--- config.mk ---
export PLATFORM = sky130hd
export DESIGN_NAME = tdsb_ram
export DESIGN_NICKNAME = d
export VERILOG_FILES = /design/src/sv/tdsb_ram.sv
export SDC_FILE = /design/constraint.sdc
export NUM_CORES = 2
export LEC_CHECK = 0
export BUFFER_PORTS_ARGS = -buffer_cell sky130_fd_sc_hd__buf_2
export CAP_MARGIN = 20
export CORE_AREA = 2 2 299 449
export CTS_BUF_LIST = sky130_fd_sc_hd__clkbuf_2 sky130_fd_sc_hd__clkbuf_4 sky130_fd_sc_hd__clkbuf_8
export DETAILED_ROUTE_END_ITERATION = 16
export DIE_AREA = 0 0 301 451
export MAX_ROUTING_LAYER = met4
export PLACE_DENSITY = 0.81
export SYNTH_ARGS = -nofsm -noshare
export SYNTH_HDL_FRONTEND = slang
export SYNTH_SLANG_ARGS = --single-unit
--- constraint.sdc ---
create_clock -name clk -period 7.15 [get_ports clk]
set_input_delay 0.3575 -clock clk [delete_from_list [all_inputs] [get_ports clk]]
set_output_delay 0.3575 -clock clk [all_outputs]
set_load 0.05 [all_outputs]
--- src/sv/tdsb_ram.sv ---
module tdsb_ram #(
  parameter int AW = 7
) (
  input  logic          clk,
  input  logic          we,
  input  logic [AW-1:0] waddr,
  input  logic [15:0]   wdata,
  input  logic [AW-1:0] raddr,
  output logic [15:0]   rdata
);
  logic [15:0] mem [2**AW];

  always_ff @(posedge clk) begin
    if (we) begin
      mem[waddr] <= wdata;
    end
    rdata <= mem[raddr];
  end
endmodule

## Word-level counts from Yosys, hierarchy flattened

Memories as Yosys holds them, arrays and structs flattened. A register that Yosys moved wholly into a read port is not among the register bits.
Index checks and enable logic that the tools add are counted.

| word-level totals | value |
|---|---|
| flip-flop bits (word level) | 0 |
| memory bits (writable) | 2,048 |
| bits of input ports | 32 |
| output and inout bits | 16 |
| logic and storage cells | 3 |
| memories kept | 1 |

| cells by class | value |
|---|---|
| multiplexer cells | 2 |

Memories:

| name | words | bits a word | rd ports | clocked after memory_dff | wr ports | RTL line | RTL |
|---|---|---|---|---|---|---|---|
| mem | 128 | 16 | 1 | 1 | 1 | 11 | `logic [15:0] mem [2**AW];` |

Operator list:

| cell | number |
|---|---|
| 2-to-1 mux 1 bit | 2 |

## Logic depth before layout (Yosys ltp)

| logic depth | value |
|---|---|
| word-level depth | 2 |
| gate-level depth with buffers | 7 |
| mapped depth without buffers | 4 |

## Worst setup path before layout

OpenSTA, ideal clock, no wires.

| path | value |
|---|---|
| path kind | input -> register |
| from | input raddr[0] |
| to | register rdata[0], read port of mem |
| arrival | 2.732 ns |
| slack | 4.297 ns |
| stages | 6 |
| path buffers | 2 |
| path through | buf_2 > buf_1 > mux4_2 > mux4_2 > mux4_2 > mux2_2 |

RTL lines:

| element | RTL line | RTL |
|---|---|---|
| start, declared | 8 | `input logic [AW-1:0] raddr,` |
| end, declared | 9 | `output logic [15:0] rdata` |

==> metrics.cfg <==
[layout]
fillers = 7568
stdcell_area_um2 = 87600
layout.nets = 3486
syn2layout_area_growth_pct = 11.6
final_core_util_pct = 66.2
regArea_um2 = 61800
multi_input_area_um2 = 16100
drive_above_1_share_pct = 36.9
fin_cells = 5419

[placed_design]
dp.cells = 4877
place_congestion = 0.885
dp_worst_setup_slack_ns = 3.24
dpl.hpwl_um = 110000
io_buffers = 47
placed_cell_area_um2 = 81800

[logic_synthesis]
avgSynthCellArea_um2 = 25.4
yosysWarnings = 0
synth-seq-cells = 2064
synth_fp_nets = 3118
syn_area_um2 = 78500
synth_cell_type_count = 17
synth_seq_area_share_pct = 78.7
syn_inst = 3086

[grt]
gr-usage-met3_pct = 6.25
top_usage_layer = met2
grt_pass1_vias = 38500
gr-usage-met1_pct = 34.5
grt-ovfl-total = 0
grt_pass1_wl_um = 269000
grt_max_degree = 117
antenna_found_initial = 18
use_met2_pct = 47.9
grtUsageTotal_pct = 29.4

[critical_path]
crit_family = multiplexers
crit_arrival_ns = 4.19
crit_path_max_fanout = 106
cp-end-kind = flip-flop
critPathBufInv = 3
path_common_cell = mux4_2
critPathMaxStageDelay_ns = 0.63
cp.required_ns = 8.06
critPathKind = primary input to flip-flop
slowest_stage = mux4_2
crit_path_start_kind = primary input
path_cells = buf_8, buf_12, mux4_2, mux4_2, mux4_2, mux2_2, dlygate4sd3_1

[detailed_routing]
post-route-drc-count = 0
vias_per_cell = 6.78
ant_nets = 0
drt_iter0_markers = 4993
first_pass_iters = 6
wire_per_inst_um = 35.1
routed_wl_um = 190000
vias = 36700

[sta]
skew_ns = 0.0672
hold_ws_ns = 0.110
finalHoldViolCount = 0
worst_pin_slew_ns = 1.15
setup_tns_ns = 0
setup_violations = 0
rsz0062_at_grt = false
final_max_slew_viol_count = 0
slew-limit-headroom_pct = 23.1
fin_ws_ns = 3.87
fmaxAchievable_ghz = 0.305
fin_crit_sh_pct = 45.9
finalCriticalPeriod_ns = 3.28

[floorplanning]
die_h_um = 451
pin_count = 48
die-area_um2 = 136000
die_w_um = 301
core_um2 = 132000
start_util_pct = 59.3
fp-row-count = 164

[clock_network]
clkSinkCount = 2064
cts_buffers = 292
clkSlewWorstSetupHoldPaths_ns = 0.07
clock_path_buffers = 4
cts_root_buf = clkbuf_8
clk_latency_ns = 1.02
cts_max_level = 5
cts_tree = yes
ctsResizeCount = 0

[pwr]
p_leak_nw = 27.2
ir_drop_uv = 238
combPwrFrac_pct = 5.3
p_seq_share_pct = 57.1
finalPower_mw = 23.5
p_sw_mw = 5.00
internal_power_mw = 18.5
clkPwrFrac_pct = 37.6
power.share.switching_pct = 21.3
power_density_nw_per_um2 = 268

[hold_path]
hp-class = primary input to flip-flop

[outcome]
status = completed

[job]
drv_cap = 0

[power by group through the flow]
stage	Sequential (mW)	Combinational [mW]	Clock (mW)
floorplan	13.7	0.654	0
global placement	13.7	1.18	0
detailed placement	13.7	1.23	0
CTS	13.4	1.24	8.91
global route	13.4	1.30	9.40
finish	13.4	1.25	8.83
[kinds of logic (layout without fill, tap and decap cells)]
logic type / count (synthesis) / in the layout / synth area share (%)
and+or+nand+nor: 170 / 170 / 0.888
other: 0 / 19 / 0
DFF: 2064 / 2064 / 78.7
buffers and inverters: 164 / 735 / 0.881
muxes: 688 / 688 / 19.5
[final timing paths]
kind | start | to | slack [ns] | cells past startpoint
setup / recovery | raddr[2] | rdata[14]$_DFF_P_ | 3.87 | 7
hold / removal | waddr[5] | mem[113][15]$_DFFE_PP_ | 0.11 | 3
setup reg to reg | mem[23][14]$_DFFE_PP_ | rdata[14]$_DFF_P_ | 4.15 | 5
hold reg to reg | mem[124][2]$_DFFE_PP_ | rdata[2]$_DFF_P_ | 1.15 | 4
[layer usage]
layer	share of wire (%)	wire, µm
met3	10	19400
met2	52	98300
met5	0	0
met4	6.4	12100
met1	32	60600
[state kept, by name (all words and copies together), names as in the netlist]
| name | cells |
|---|---|
| rdata | 16 |
| mem | 2048 |
[area by class of cell]
type / count / area share [%]
flip-flops and latches: 2064 / 70.5
clock buffers: 388 / 5.54
well taps: 1743 / 2.49
repair buffers: 238 / 2.32
multi-input cells: 858 / 18.3
diodes: 19 / 0.0543
clock inverters: 109 / 0.728
[Yosys cell counts (all sizes together)]
| cell | n | share of area, % |
|---|---|---|
| nor2b | 7 | 0.056 |
| nand4 | 3 | 0.024 |
| edfxtp | 2048 | 78 |
| nand2b | 2 | 0.016 |
| nor3 | 9 | 0.057 |
| buf | 82 | 0.49 |
| or3 | 1 | 0.0080 |
| mux2 | 16 | 0.23 |
| nand3 | 12 | 0.076 |
| clkbuf | 82 | 0.39 |
| mux4 | 672 | 19 |
| nand2 | 14 | 0.067 |
| nor2 | 122 | 0.58 |
| dfxtp | 16 | 0.41 |
[worst reg2reg max path: stages, from the launching register on]
cell and delay (ns):
edfxtp_1 0.37, mux4_2 0.48, mux4_2 0.64, mux4_2 0.59
mux2_2 0.29, dlygate4sd3_1 0.55
[placed cells by master, fill, tap and decap left out, drive strengths merged, types with 14 or more instances in the layout]
master       count
dfxtp           16
nand2           14
clkinv          97
diode           19
mux4           672
mux2            16
buf            216
clkbuf         388
edfxtp        2048
dlygate4sd3     22
nor2           122
[what timing repair did]
| action | in CTS | in global routing |
|---|---|---|
| buffers inserted | 0 | 0 |
| hold endpoints to repair | 535 | 0 |
| hold buffers | 22 | 0 |
No activity file was read; power rests on OpenSTA's default activity.
