[src/sv/tdsb_pkg.sv]
package tdsb_pkg;

  localparam logic [2:0] FN_CHAR  = 3'd0;
  localparam logic [2:0] FN_HEX   = 3'd1;
  localparam logic [2:0] FN_DEC   = 3'd2;
  localparam logic [2:0] FN_CLEAR = 3'd3;
  localparam logic [2:0] FN_FLUSH = 3'd4;

  localparam logic [1:0] CMD_CURSOR = 2'd0;
  localparam logic [1:0] CMD_WRITE  = 2'd1;
  localparam logic [1:0] CMD_DONE   = 2'd2;

  localparam logic [15:0] CH_SPACE = 16'h0020;
  localparam logic [15:0] CH_MINUS = 16'h002D;
  localparam logic [15:0] CH_ZERO  = 16'h0030;
  localparam logic [15:0] CH_ALPHA = 16'h0041;
  localparam logic [7:0]  POS_NONE = 8'hFF;
  localparam int          MAX_DIGITS = 6;

  typedef logic [MAX_DIGITS-1:0][3:0] digits_t;

  typedef enum logic [3:0] {
    S_INIT, S_IDLE, S_CHAR, S_HEX, S_CLR, S_DSTART, S_DWAIT, S_DSIGN,
    S_DLOOP, S_DSUF, S_FRD, S_FCMP, S_FCUR, S_FCHR, S_FDONE
  } state_t;

  function automatic logic [15:0] hex_digit(input logic [3:0] nib);
    if (nib < 4'd10) begin
      hex_digit = CH_ZERO + 16'(nib);
    end else begin
      hex_digit = CH_ALPHA + 16'(nib) - 16'd10;
    end
  endfunction

endpackage

[src/sv/tdsb_digits.sv]
module tdsb_digits (
  input  logic             clk,
  input  logic             rst_n,
  input  logic             start,
  input  logic [31:0]      mag,
  output logic             done,
  output tdsb_pkg::digits_t digits
);
  import tdsb_pkg::*;

  logic        busy_r;
  logic        ph_r;
  logic [2:0]  k_r;
  logic [31:0] mag_r;
  logic [31:0] q_r;
  logic [63:0] prod;
  logic [31:0] rem;
  digits_t     dig_r;

  // divide by 10 through the reciprocal; exact over 32 bits
  assign prod = {32'b0, mag_r} * 64'h00000000CCCCCCCD;
  assign rem  = mag_r - ((q_r << 3) + (q_r << 1));
  assign done = !busy_r;
  assign digits = dig_r;

  always_ff @(posedge clk) begin
    if (!rst_n) begin
      busy_r <= 1'b0;
      ph_r   <= 1'b0;
      k_r    <= '0;
    end else if (start) begin
      busy_r <= 1'b1;
      ph_r   <= 1'b0;
      k_r    <= '0;
    end else if (busy_r) begin
      ph_r <= !ph_r;
      if (ph_r) begin
        k_r <= k_r + 3'd1;
        if (k_r == 3'(MAX_DIGITS - 1)) begin
          busy_r <= 1'b0;
        end
      end
    end
  end

  always_ff @(posedge clk) begin
    if (start) begin
      mag_r <= mag;
    end else if (busy_r) begin
      if (!ph_r) begin
        q_r <= 32'(prod[63:35]);
      end else begin
        dig_r[k_r] <= rem[3:0];
        mag_r      <= q_r;
      end
    end
  end
endmodule

[config.mk]
export PLATFORM = sky130hd
export DESIGN_NAME = tdsb_digits
export DESIGN_NICKNAME = d
export VERILOG_FILES = /design/src/sv/tdsb_pkg.sv /design/src/sv/tdsb_digits.sv
export SDC_FILE = /design/constraint.sdc
export NUM_CORES = 1
export LEC_CHECK = 0
export BUFFER_PORTS_ARGS = -buffer_cell sky130_fd_sc_hd__clkbuf_2
export CAP_MARGIN = 0
export CORE_MARGIN = 8
export CORE_UTILIZATION = 25
export CTS_BUF_LIST = sky130_fd_sc_hd__clkbuf_4 sky130_fd_sc_hd__clkbuf_8 sky130_fd_sc_hd__clkbuf_16
export DETAILED_ROUTE_END_ITERATION = 12
export SLEW_MARGIN = 20
export SYNTH_ARGS = -nofsm -noshare
export SYNTH_HDL_FRONTEND = slang
export SYNTH_SLANG_ARGS = --single-unit
[constraint.sdc]
create_clock -name clk -period 12.1 [get_ports clk]
set_input_delay 2.42 -clock clk [delete_from_list [all_inputs] [get_ports clk]]
set_output_delay 2.42 -clock clk [all_outputs]
set_load 0.01 [all_outputs]
=== After elaboration in Yosys (flattened, before gate mapping) ===
Cells that the tools add are included.

* Add/sub/neg operators: 3
* Multiply operators: 1
* Divide/modulo/power cells: 0
* Magnitude comparators: 2
* Eq/ne operators: 1
* Shift operators: 0
* Multiplexer cells: 10
* Bitwise gates (word level): 3
* Reductions and logical operators: 10

{| class="wikitable"
|+ Operators by type and width
! cell !! number
|-
| 32-bit 2-to-1 mux || 3
|-
| 32-bit by 32-bit multiplier with 64-bit output, second input constant || 1
|-
| 24-bit bitwise mux || 1
|-
| 4-bit demux with 3-bit select || 1
|-
| 3-bit AND reduction || 2
|-
| 4-bit adder || 1
|-
| 3-bit by 4-bit less-than comparator with 1-bit output, second input constant || 1
|-
| 1-bit 2-to-1 mux || 4
|-
| 4-bit 2-to-1 mux || 1
|-
| 2-bit AND reduction || 2
|-
| 2-bit nonzero test || 2
|-
| 4-bit subtractor || 1
|-
| 3-bit by 1-bit adder with 3-bit output, second input constant || 1
|-
| 3-bit equality test, second input constant || 1
|-
| 3-bit by 1-bit >= comparator with 1-bit output, second input constant || 1
|-
| 1-bit NOT || 3
|-
| 1-bit logical NOT || 2
|-
| 2-bit OR reduction || 1
|-
| 1-bit logical AND || 1
|}

* Flip-flop bits (word level): 90
* Bits in latches: 0
* RAM bits: 0
* ROM bits: 0
* Input bits: 35
* Output and inout port bits: 25
* Word-level logic and storage cells: 41
* Memories: 0

=== Depth between registers and ports, before layout ===
Gate-level depths: netlist of run 1.

* Depth after elaboration: 5
* Gate-level depth with buffers: 25
* Mapped depth without buffers: 24

=== Least setup slack after synthesis of run 1 ===
No wires, ideal clock.

* Kind: flip-flop to flip-flop
* Start point: register mag_r[19]
* End point: register q_r[25], data pin
* Library setup time: 261 ps
* Arrival: 6,697 ps
* Required time: 11,839 ps
* Setup slack: 5,142 ps
* Stages on the path, launching flop included: 24
* Buffers on the path: 0
* Period minus slack after synthesis: 6,958 ps
* Path through: edfxtp_1 > ha_1 > inv_1 > fa_1 > inv_1 > fa_1 > inv_1 > fa_1 > inv_1 > fa_1 > fa_1 > fa_1 > inv_1 > fa_1 > inv_1 > ha_1 > and3_1 > a311oi_1 > o21ai_1 > a221oi_1 > o21ai_2 > a21bo_4 > o2111a_1 > a311o_1

* Word-level cells in the longest chain between the ends: 1

{| class="wikitable"
|+ Ends and longest elaborated chain
! what !! RTL line !! text
|-
| start: declaration || tdsb_digits.sv:14 || <nowiki>logic [31:0] mag_r;</nowiki>
|-
| start signal: assignment || tdsb_digits.sv:48 || <nowiki>mag_r <= mag;</nowiki>
|-
| start signal: assignment || tdsb_digits.sv:54 || <nowiki>mag_r <= q_r;</nowiki>
|-
| 32-bit by 32-bit multiplier with 64-bit output || tdsb_digits.sv:21 || <nowiki>assign prod = {32'b0, mag_r} * 64'h00000000CCCCCCCD;</nowiki>
|-
| named net prod[60] || tdsb_digits.sv:16 || <nowiki>logic [63:0] prod;</nowiki>
|-
| end signal: assignment || tdsb_digits.sv:51 || <nowiki>q_r <= 32'(prod[63:35]);</nowiki>
|-
| end: declaration || tdsb_digits.sv:15 || <nowiki>logic [31:0] q_r;</nowiki>
|}

The timed path passes the listed nets, and every way through them passes these cells.
A chain may end at the register's enable or synchronous reset.

=== Final worst setup path of run 1 ===
* Start point: register mag_r[21]
* End point: register q_r[25], data pin

Same word-level chain as after synthesis.

==> results of run 1 <==
==> routing by layer <==
metal	vias to the layer above	global-route usage
li1	6065	-
met1	6627	0.166
met2	362	0.213
met3	92	0.0310
met4	0	0.0492
met5	-	0
==> critical path, stage by stage, from the launching register on <==
cell                       delay [ps]
sky130_fd_sc_hd__edfxtp_1         560
sky130_fd_sc_hd__ha_1             610
sky130_fd_sc_hd__inv_1            170
sky130_fd_sc_hd__fa_1             530
sky130_fd_sc_hd__inv_1             50
sky130_fd_sc_hd__fa_1             510
sky130_fd_sc_hd__inv_1             70
sky130_fd_sc_hd__fa_1             510
sky130_fd_sc_hd__inv_1             80
sky130_fd_sc_hd__fa_1             560
sky130_fd_sc_hd__fa_1             440
sky130_fd_sc_hd__fa_1             510
sky130_fd_sc_hd__inv_1             50
sky130_fd_sc_hd__fa_1             480
sky130_fd_sc_hd__inv_1             50
sky130_fd_sc_hd__ha_1             400
sky130_fd_sc_hd__a21boi_0         180
sky130_fd_sc_hd__a311oi_1         360
sky130_fd_sc_hd__o21ai_1          170
sky130_fd_sc_hd__a221oi_1         350
sky130_fd_sc_hd__o21ai_2          190
sky130_fd_sc_hd__a21bo_4          270
sky130_fd_sc_hd__o2111a_1         230
sky130_fd_sc_hd__a311o_1          300
==> registers in the layout, indices dropped and copies added (netlist names) <==
name    count
digits     24
k_r         3
q_r        29
mag_r      32
busy_r      1
ph_r        1
==> final timing paths <==
path | to | depth (start not counted) | start
setup / recovery | q_r[25] | 23 | mag_r[21]
hold / removal | mag_r[13] | 1 | q_r[13]
setup reg to reg | q_r[25] | 23 | mag_r[21]
hold reg to reg | mag_r[13] | 1 | q_r[13]
==> through the flow <==
stage	utilization	std cells	worst slack (ps)
after floorplan	-	1898	5140
after global placement	0.271	2999	4330
after detailed placement	0.271	2999	4340
after CTS	0.275	3015	4240
after global routing	0.275	3015	3950
final	0.275	3015	4190
==> area by class of cell <==
cell class | instances | area (um^2) | area share
clock buffer | 9 | 225 | 0.0102
clock inverter | 7 | 81.3 | 0.00368
inverter | 560 | 2100 | 0.0952
multi-input combinational | 1228 | 15400 | 0.697
sequential | 90 | 2650 | 0.120
tap | 1060 | 1330 | 0.0600
timing repair buffer | 61 | 310 | 0.0140
==> kinds of logic after synthesis <==
group,count (synthesis),synth area share
AOI/OAI and AO/OA,204,0.0675
and+or+nand+nor,176,0.0421
muxes,29,0.0161
xor gates and xnor gates,81,0.0351
buffers and inverters,580,0.108
DFF,90,0.131
adders and majority gates,738,0.600
==> cell usage in the layout (no fill, tap or decap), drive strengths merged, types with 3 or more instances in the layout <==
cell type,instances
or4,3
a21oi,69
o211ai,4
edfxtp,85
o21bai,9
o21a,5
nand4,12
dfxtp,5
clkbuf,68
nand2,56
xnor2,38
o21ai,36
and3,9
a211oi,5
nor2b,4
o31ai,6
a21o,32
nor2,41
ha,352
inv,563
o311ai,3
fa,386
a211o,3
xor2,43
nand3,16
mux2,29
and2,14
a31oi,10
nor3,12
clkinv,4
nand2b,3
a21boi,4
==> reports/metrics.yaml, run 1 <==
timing:
  whs_ps: 554
  timing_max_transition_violations_final: 0
  maxSlewHeadroom: 0.286
  worstMarginPinSlew_ps: 1070
  rsz0062_at_grt: "false"
  finalSetupTns_ps: 0
  period_needed_ps: 7910
  timing.final.crit_share: 0.654
  final.setup_skew_ps: 22.5
  fmaxAchievable_mhz: 126
  finalHoldViolations: 0
  finalSetupViolations: 0
cts:
  cts_tree: "built"
  cts_hold_buffers: 0
  cts_sinks: 90
  root_buffer: "sky130_fd_sc_hd__clkbuf_16"
  ctsHtreeMaxLevel: 3
  cts_max_path_buffers: 2
  post_cts_resize_count: 0
  cts_setup_buffers: 0
  reg_clk_slew_reported_paths_ps: 80
  cts_inserted_buffers: 9
  clock_insertion_delay_worst_skew_ps: 390
grt:
  number_of_antenna_violations_at_the_first_check_in_global_routing: 0
  pin_count_of_the_biggest_net_entering_global_routing: 39
  grt_first_pass_wirelength_um: 88500
  total_track_usage: 0.130
  via_count_of_the_first_global_routing_pass: 14500
  gr-total-overflow: 0
setup_path:
  reg2reg_setup_slack_ps: 4190
  crit_path_max_fanout: 10
  worst_setup_path_end_kind: "register"
  timing.setup.critical_path_class: "register to register"
  cp.arrival_ps: 8040
  worst-endpoint-required_ps: 12230
  worstSetupStartpointType: "register"
detailed_routing:
  first_pass_drt_iterations: 5
  met1_length_um: 24300
  detailedRoute.firstIterationViolations: 920
  dr_wl_met2_um: 27000
  vias_per_cell: 4.36
  drc: 0
  dr_wl_met3_um: 3810
  detail_route.wirelength_um: 57300
  detail-route-antenna-nets: 0
  topRoutingLayerUsed: "met4"
  detailed_route_via_count: 13100
  post_drt_wl_per_cell_um: 19.0
logic_synthesis:
  post_synth_instance_area_mm2: 0.0202
  ys_ff_latch: 90
  synth.yosys.seq_area_share: 0.131
  yosys.cell_types.count: 67
  post_synth_main_area_contributors: "sky130_fd_sc_hd__fa_1, sky130_fd_sc_hd__ha_1, sky130_fd_sc_hd__edfxtp_1"
  synth_top_area_frac: 0.382
  syn-instance-count: 1898
  synth_fp_nets: 2671
  yosysMostFrequentCell: "sky130_fd_sc_hd__inv_1"
  ys.warnings.count: 0
  synth-async-reset-ratio: 0
  library_cell_with_the_largest_summed_area_after_synthesis: "sky130_fd_sc_hd__fa_1"
  ys_dominant_reg_cell: "sky130_fd_sc_hd__edfxtp_1"
  synth_enable_flop_cells: 85
  postSynthAreaPerCell_um2: 10.7
  netlist_top_cells_count: "sky130_fd_sc_hd__inv_1, sky130_fd_sc_hd__fa_1, sky130_fd_sc_hd__ha_1, sky130_fd_sc_hd__edfxtp_1, sky130_fd_sc_hd__a21oi_1"
final_layout:
  antennaDiodeCount: 0
  final_nets: 2723
  num-fill-cells: 8404
  layout-drive-gt1-share: 0.0655
  post-route-cell-area_mm2: 0.0221
  areaGrowthSynthToFinish_pct: 9.19
floorplan:
  floorplan.initialDensity: 0.252
  die-area_mm2: 0.0903
  core-area_mm2: 0.0803
  ioPinCount: 60
  chipWidth_um: 300
  die_height_um: 300
  placement_rows: 104
flow_run:
  maxCapViolations: 0
placed_design:
  gp_congestion: 0.972
  portBuffers: 59
  dpl-instance-area_mm2: 0.0218
  dp_hpwl_um: 51100
hold_path:
  hold_class: "register to register"
outcome:
  status: "completed"
Power of run 1 is left out: the tool's default activity adds up to more than one toggle a clock period on the data nets, which glitch-free logic cannot reach.
==> run 2, diff against run 1 <==
clock period = 6.66 ns   (was 12.1 ns; I/O delays follow)
==> run 2 against run 1 <==
  * The run now ends with setup timing left
  * Sequential share of layout area decreased by 1.8 points
  * Non-clock buffer count increased by 363
  * Via count up 11%
  * First-iteration DRC count fell by 12%
  * Clock skew fell by 7.0 ps
  * Core utilization rose by 4.9 points
  * Worst hold slack better by 4.9 ps
  * Sequential cell count unchanged
  * Critical endpoint unchanged
  * Largest cell class unchanged
  * Highest routed layer unchanged
==> reports/metrics.yaml, run 2 (synthesis results as in run 1) <==
timing:
  finalHoldViolations: 0  # unchanged
  timing_max_transition_violations_final: 0  # unchanged
  finalSetupViolations: 21  # +21
  worstMarginPinSlew_ps: 668  # -403 ps
  period_needed_ps: 7070  # -840 ps
  final.setup.worst_slack_ps: -409  # -4600 ps
  fmaxAchievable_mhz: 141  # +12%
  maxSlewHeadroom: 0.554  # +0.268
  whs_ps: 559  # +4.94 ps
  rsz0062_at_grt: "true"
  timing.final.crit_share: 1.06  # +0.408
  final.setup_skew_ps: 15.5  # -6.95 ps
cts:
  cts_inserted_buffers: 9  # unchanged
  cts_hold_buffers: 0  # unchanged
  root_buffer: "sky130_fd_sc_hd__clkbuf_16"
  reg_clk_slew_reported_paths_ps: 90  # about the same
  cts_tree: "built"
  clock_insertion_delay_worst_skew_ps: 390  # about the same
  ctsHtreeMaxLevel: 3  # unchanged
  cts_max_path_buffers: 2  # unchanged
  cts_sinks: 90  # unchanged
placed_design:
  portBuffers: 59  # unchanged
  gp_congestion: 0.973  # about the same
  dpl-instance-area_mm2: 0.0245  # +12%
  pre_cts_setup_slack_ps: -504  # -4840 ps
  dp_hpwl_um: 56600  # +11%
setup_path:
  crit_path_max_fanout: 4  # -6
  worst-r2r-cell-count: 23  # unchanged
  reg2reg_from: "mag_r[19]"
  r2r-end: "q_r[25]"
  reg2reg_setup_slack_ps: -410  # -4600 ps
  worst-endpoint-required_ps: 6790  # -5440 ps
  worst_setup_path_end_kind: "register"
  timing.setup.critical_path_class: "register to register"
  cp.arrival_ps: 7200  # -840 ps
  worstSetupStartpointType: "register"
grt:
  via_count_of_the_first_global_routing_pass: 16100  # +10%
  number_of_antenna_violations_at_the_first_check_in_global_routing: 0  # unchanged
  grt_first_pass_wirelength_um: 98400  # +11%
  pin_count_of_the_biggest_net_entering_global_routing: 33  # -15%
  total_track_usage: 0.144  # +0.0143
  gr-total-overflow: 0  # unchanged
floorplan:
  die_height_um: 300  # unchanged
  floorplan.initialDensity: 0.252  # unchanged
  die-area_mm2: 0.0903  # unchanged
  ioPinCount: 60  # unchanged
  placement_rows: 104  # unchanged
  core-area_mm2: 0.0803  # unchanged
  chipWidth_um: 300  # unchanged
final_layout:
  largest-register: "mag_r"
  final_nets: 3086  # +13%
  post-route-cell-area_mm2: 0.0260  # +18%
  antennaDiodeCount: 0  # unchanged
  mostFrequentLayoutCells: "sky130_fd_sc_hd__inv_1, sky130_fd_sc_hd__fa_1, sky130_fd_sc_hd__buf_4"
  layout-drive-gt1-share: 0.286  # +0.220
  layout.cells.most_common: "sky130_fd_sc_hd__inv_1"
  final_core_utilization: 0.324  # +0.0486
  number_of_flip_flops_in_the_largest_register: 32  # unchanged
  areaGrowthSynthToFinish_pct: 28.5
detailed_routing:
  detailed_route_via_count: 14600  # +11%
  detail_route.wirelength_um: 63800  # +11%
  detail-route-antenna-nets: 0  # unchanged
  first_pass_drt_iterations: 5  # unchanged
  drc: 0  # unchanged
  vias_per_cell: 4.32  # -0.87%
  detailedRoute.firstIterationViolations: 814  # -12%
  post_drt_wl_per_cell_um: 18.9  # -0.59%
flow_run:
  maxCapViolations: 0  # unchanged
outcome:
  status: "finished with violations"
  violations_in_the_final_reports: "setup timing"
hold_path:
  hp-start: "busy_r"
  end_point_of_the_worst_hold_path: "ph_r"
  hold_class: "register to register"
  hold_depth: 2  # +1
run 2: changes by cell type in the layout (fill, tap and decap cells not counted), sizes merged:
cell / before / now
buf: 2 / 365
run 2: worst max-delay path by stage:
stage | cells after the start | end | start
after floorplan | 23 | q_r[25] | mag_r[10]
after global placement | 23 | q_r[23] | mag_r[5]
after detailed placement | 23 | q_r[23] | mag_r[5]
after CTS | 23 | q_r[25] | mag_r[20]
after global routing | 25 | q_r[25] | mag_r[14]
final | 23 | q_r[25] | mag_r[19]
run 2: metrics by stage:
| step | std cells | setup TNS (ps) |
|---|---|---|
| after CTS | 3364 | -4310 |
| after floorplan | 1898 | -31.5 |
| after detailed placement | 3330 | -7770 |
| after global placement | 3330 | -8750 |
| final | 3378 | -4220 |
| after global routing | 3378 | -8920 |
run 2: cell type report:
type	count	area, um^2
inverter	560	2110
sequential	90	2650
fill	8145	54300
tap	1060	1330
multi-input combinational	1228	16500
timing repair buffer	424	3100
clock buffer	9	225
clock inverter	7	83.8
run 2: critical path: stages, from the launching register on:
cell and delay [ps]:
sky130_fd_sc_hd__edfxtp_1 530, sky130_fd_sc_hd__ha_4 370, sky130_fd_sc_hd__inv_4 40, sky130_fd_sc_hd__fa_1 490, sky130_fd_sc_hd__inv_2 50, sky130_fd_sc_hd__fa_1 550
sky130_fd_sc_hd__inv_1 60, sky130_fd_sc_hd__fa_1 520, sky130_fd_sc_hd__inv_2 40, sky130_fd_sc_hd__fa_2 530, sky130_fd_sc_hd__fa_1 430, sky130_fd_sc_hd__fa_2 590
sky130_fd_sc_hd__inv_2 50, sky130_fd_sc_hd__fa_1 490, sky130_fd_sc_hd__inv_2 50, sky130_fd_sc_hd__ha_4 230, sky130_fd_sc_hd__and3_4 170, sky130_fd_sc_hd__a311oi_4 340
sky130_fd_sc_hd__o21ai_2 110, sky130_fd_sc_hd__a221oi_2 310, sky130_fd_sc_hd__o21ai_4 130, sky130_fd_sc_hd__a21bo_4 260, sky130_fd_sc_hd__o2111a_1 230, sky130_fd_sc_hd__a311o_1 270
run 2: layer usage:
metal,track usage,wire length [um]
met1,0.191,27700
met5,0,0
met3,0.0172,2940
met2,0.244,31000
met4,0.0469,2150
run 2: what timing repair did:
item                                    CTS  global route
pin swaps                                73            65
cloned                                    0             0
gates resized for setup                  83           129
setup buffers                            18            19
endpoints found under the setup margin   28            29
Power of run 2 is left out for the same reason.
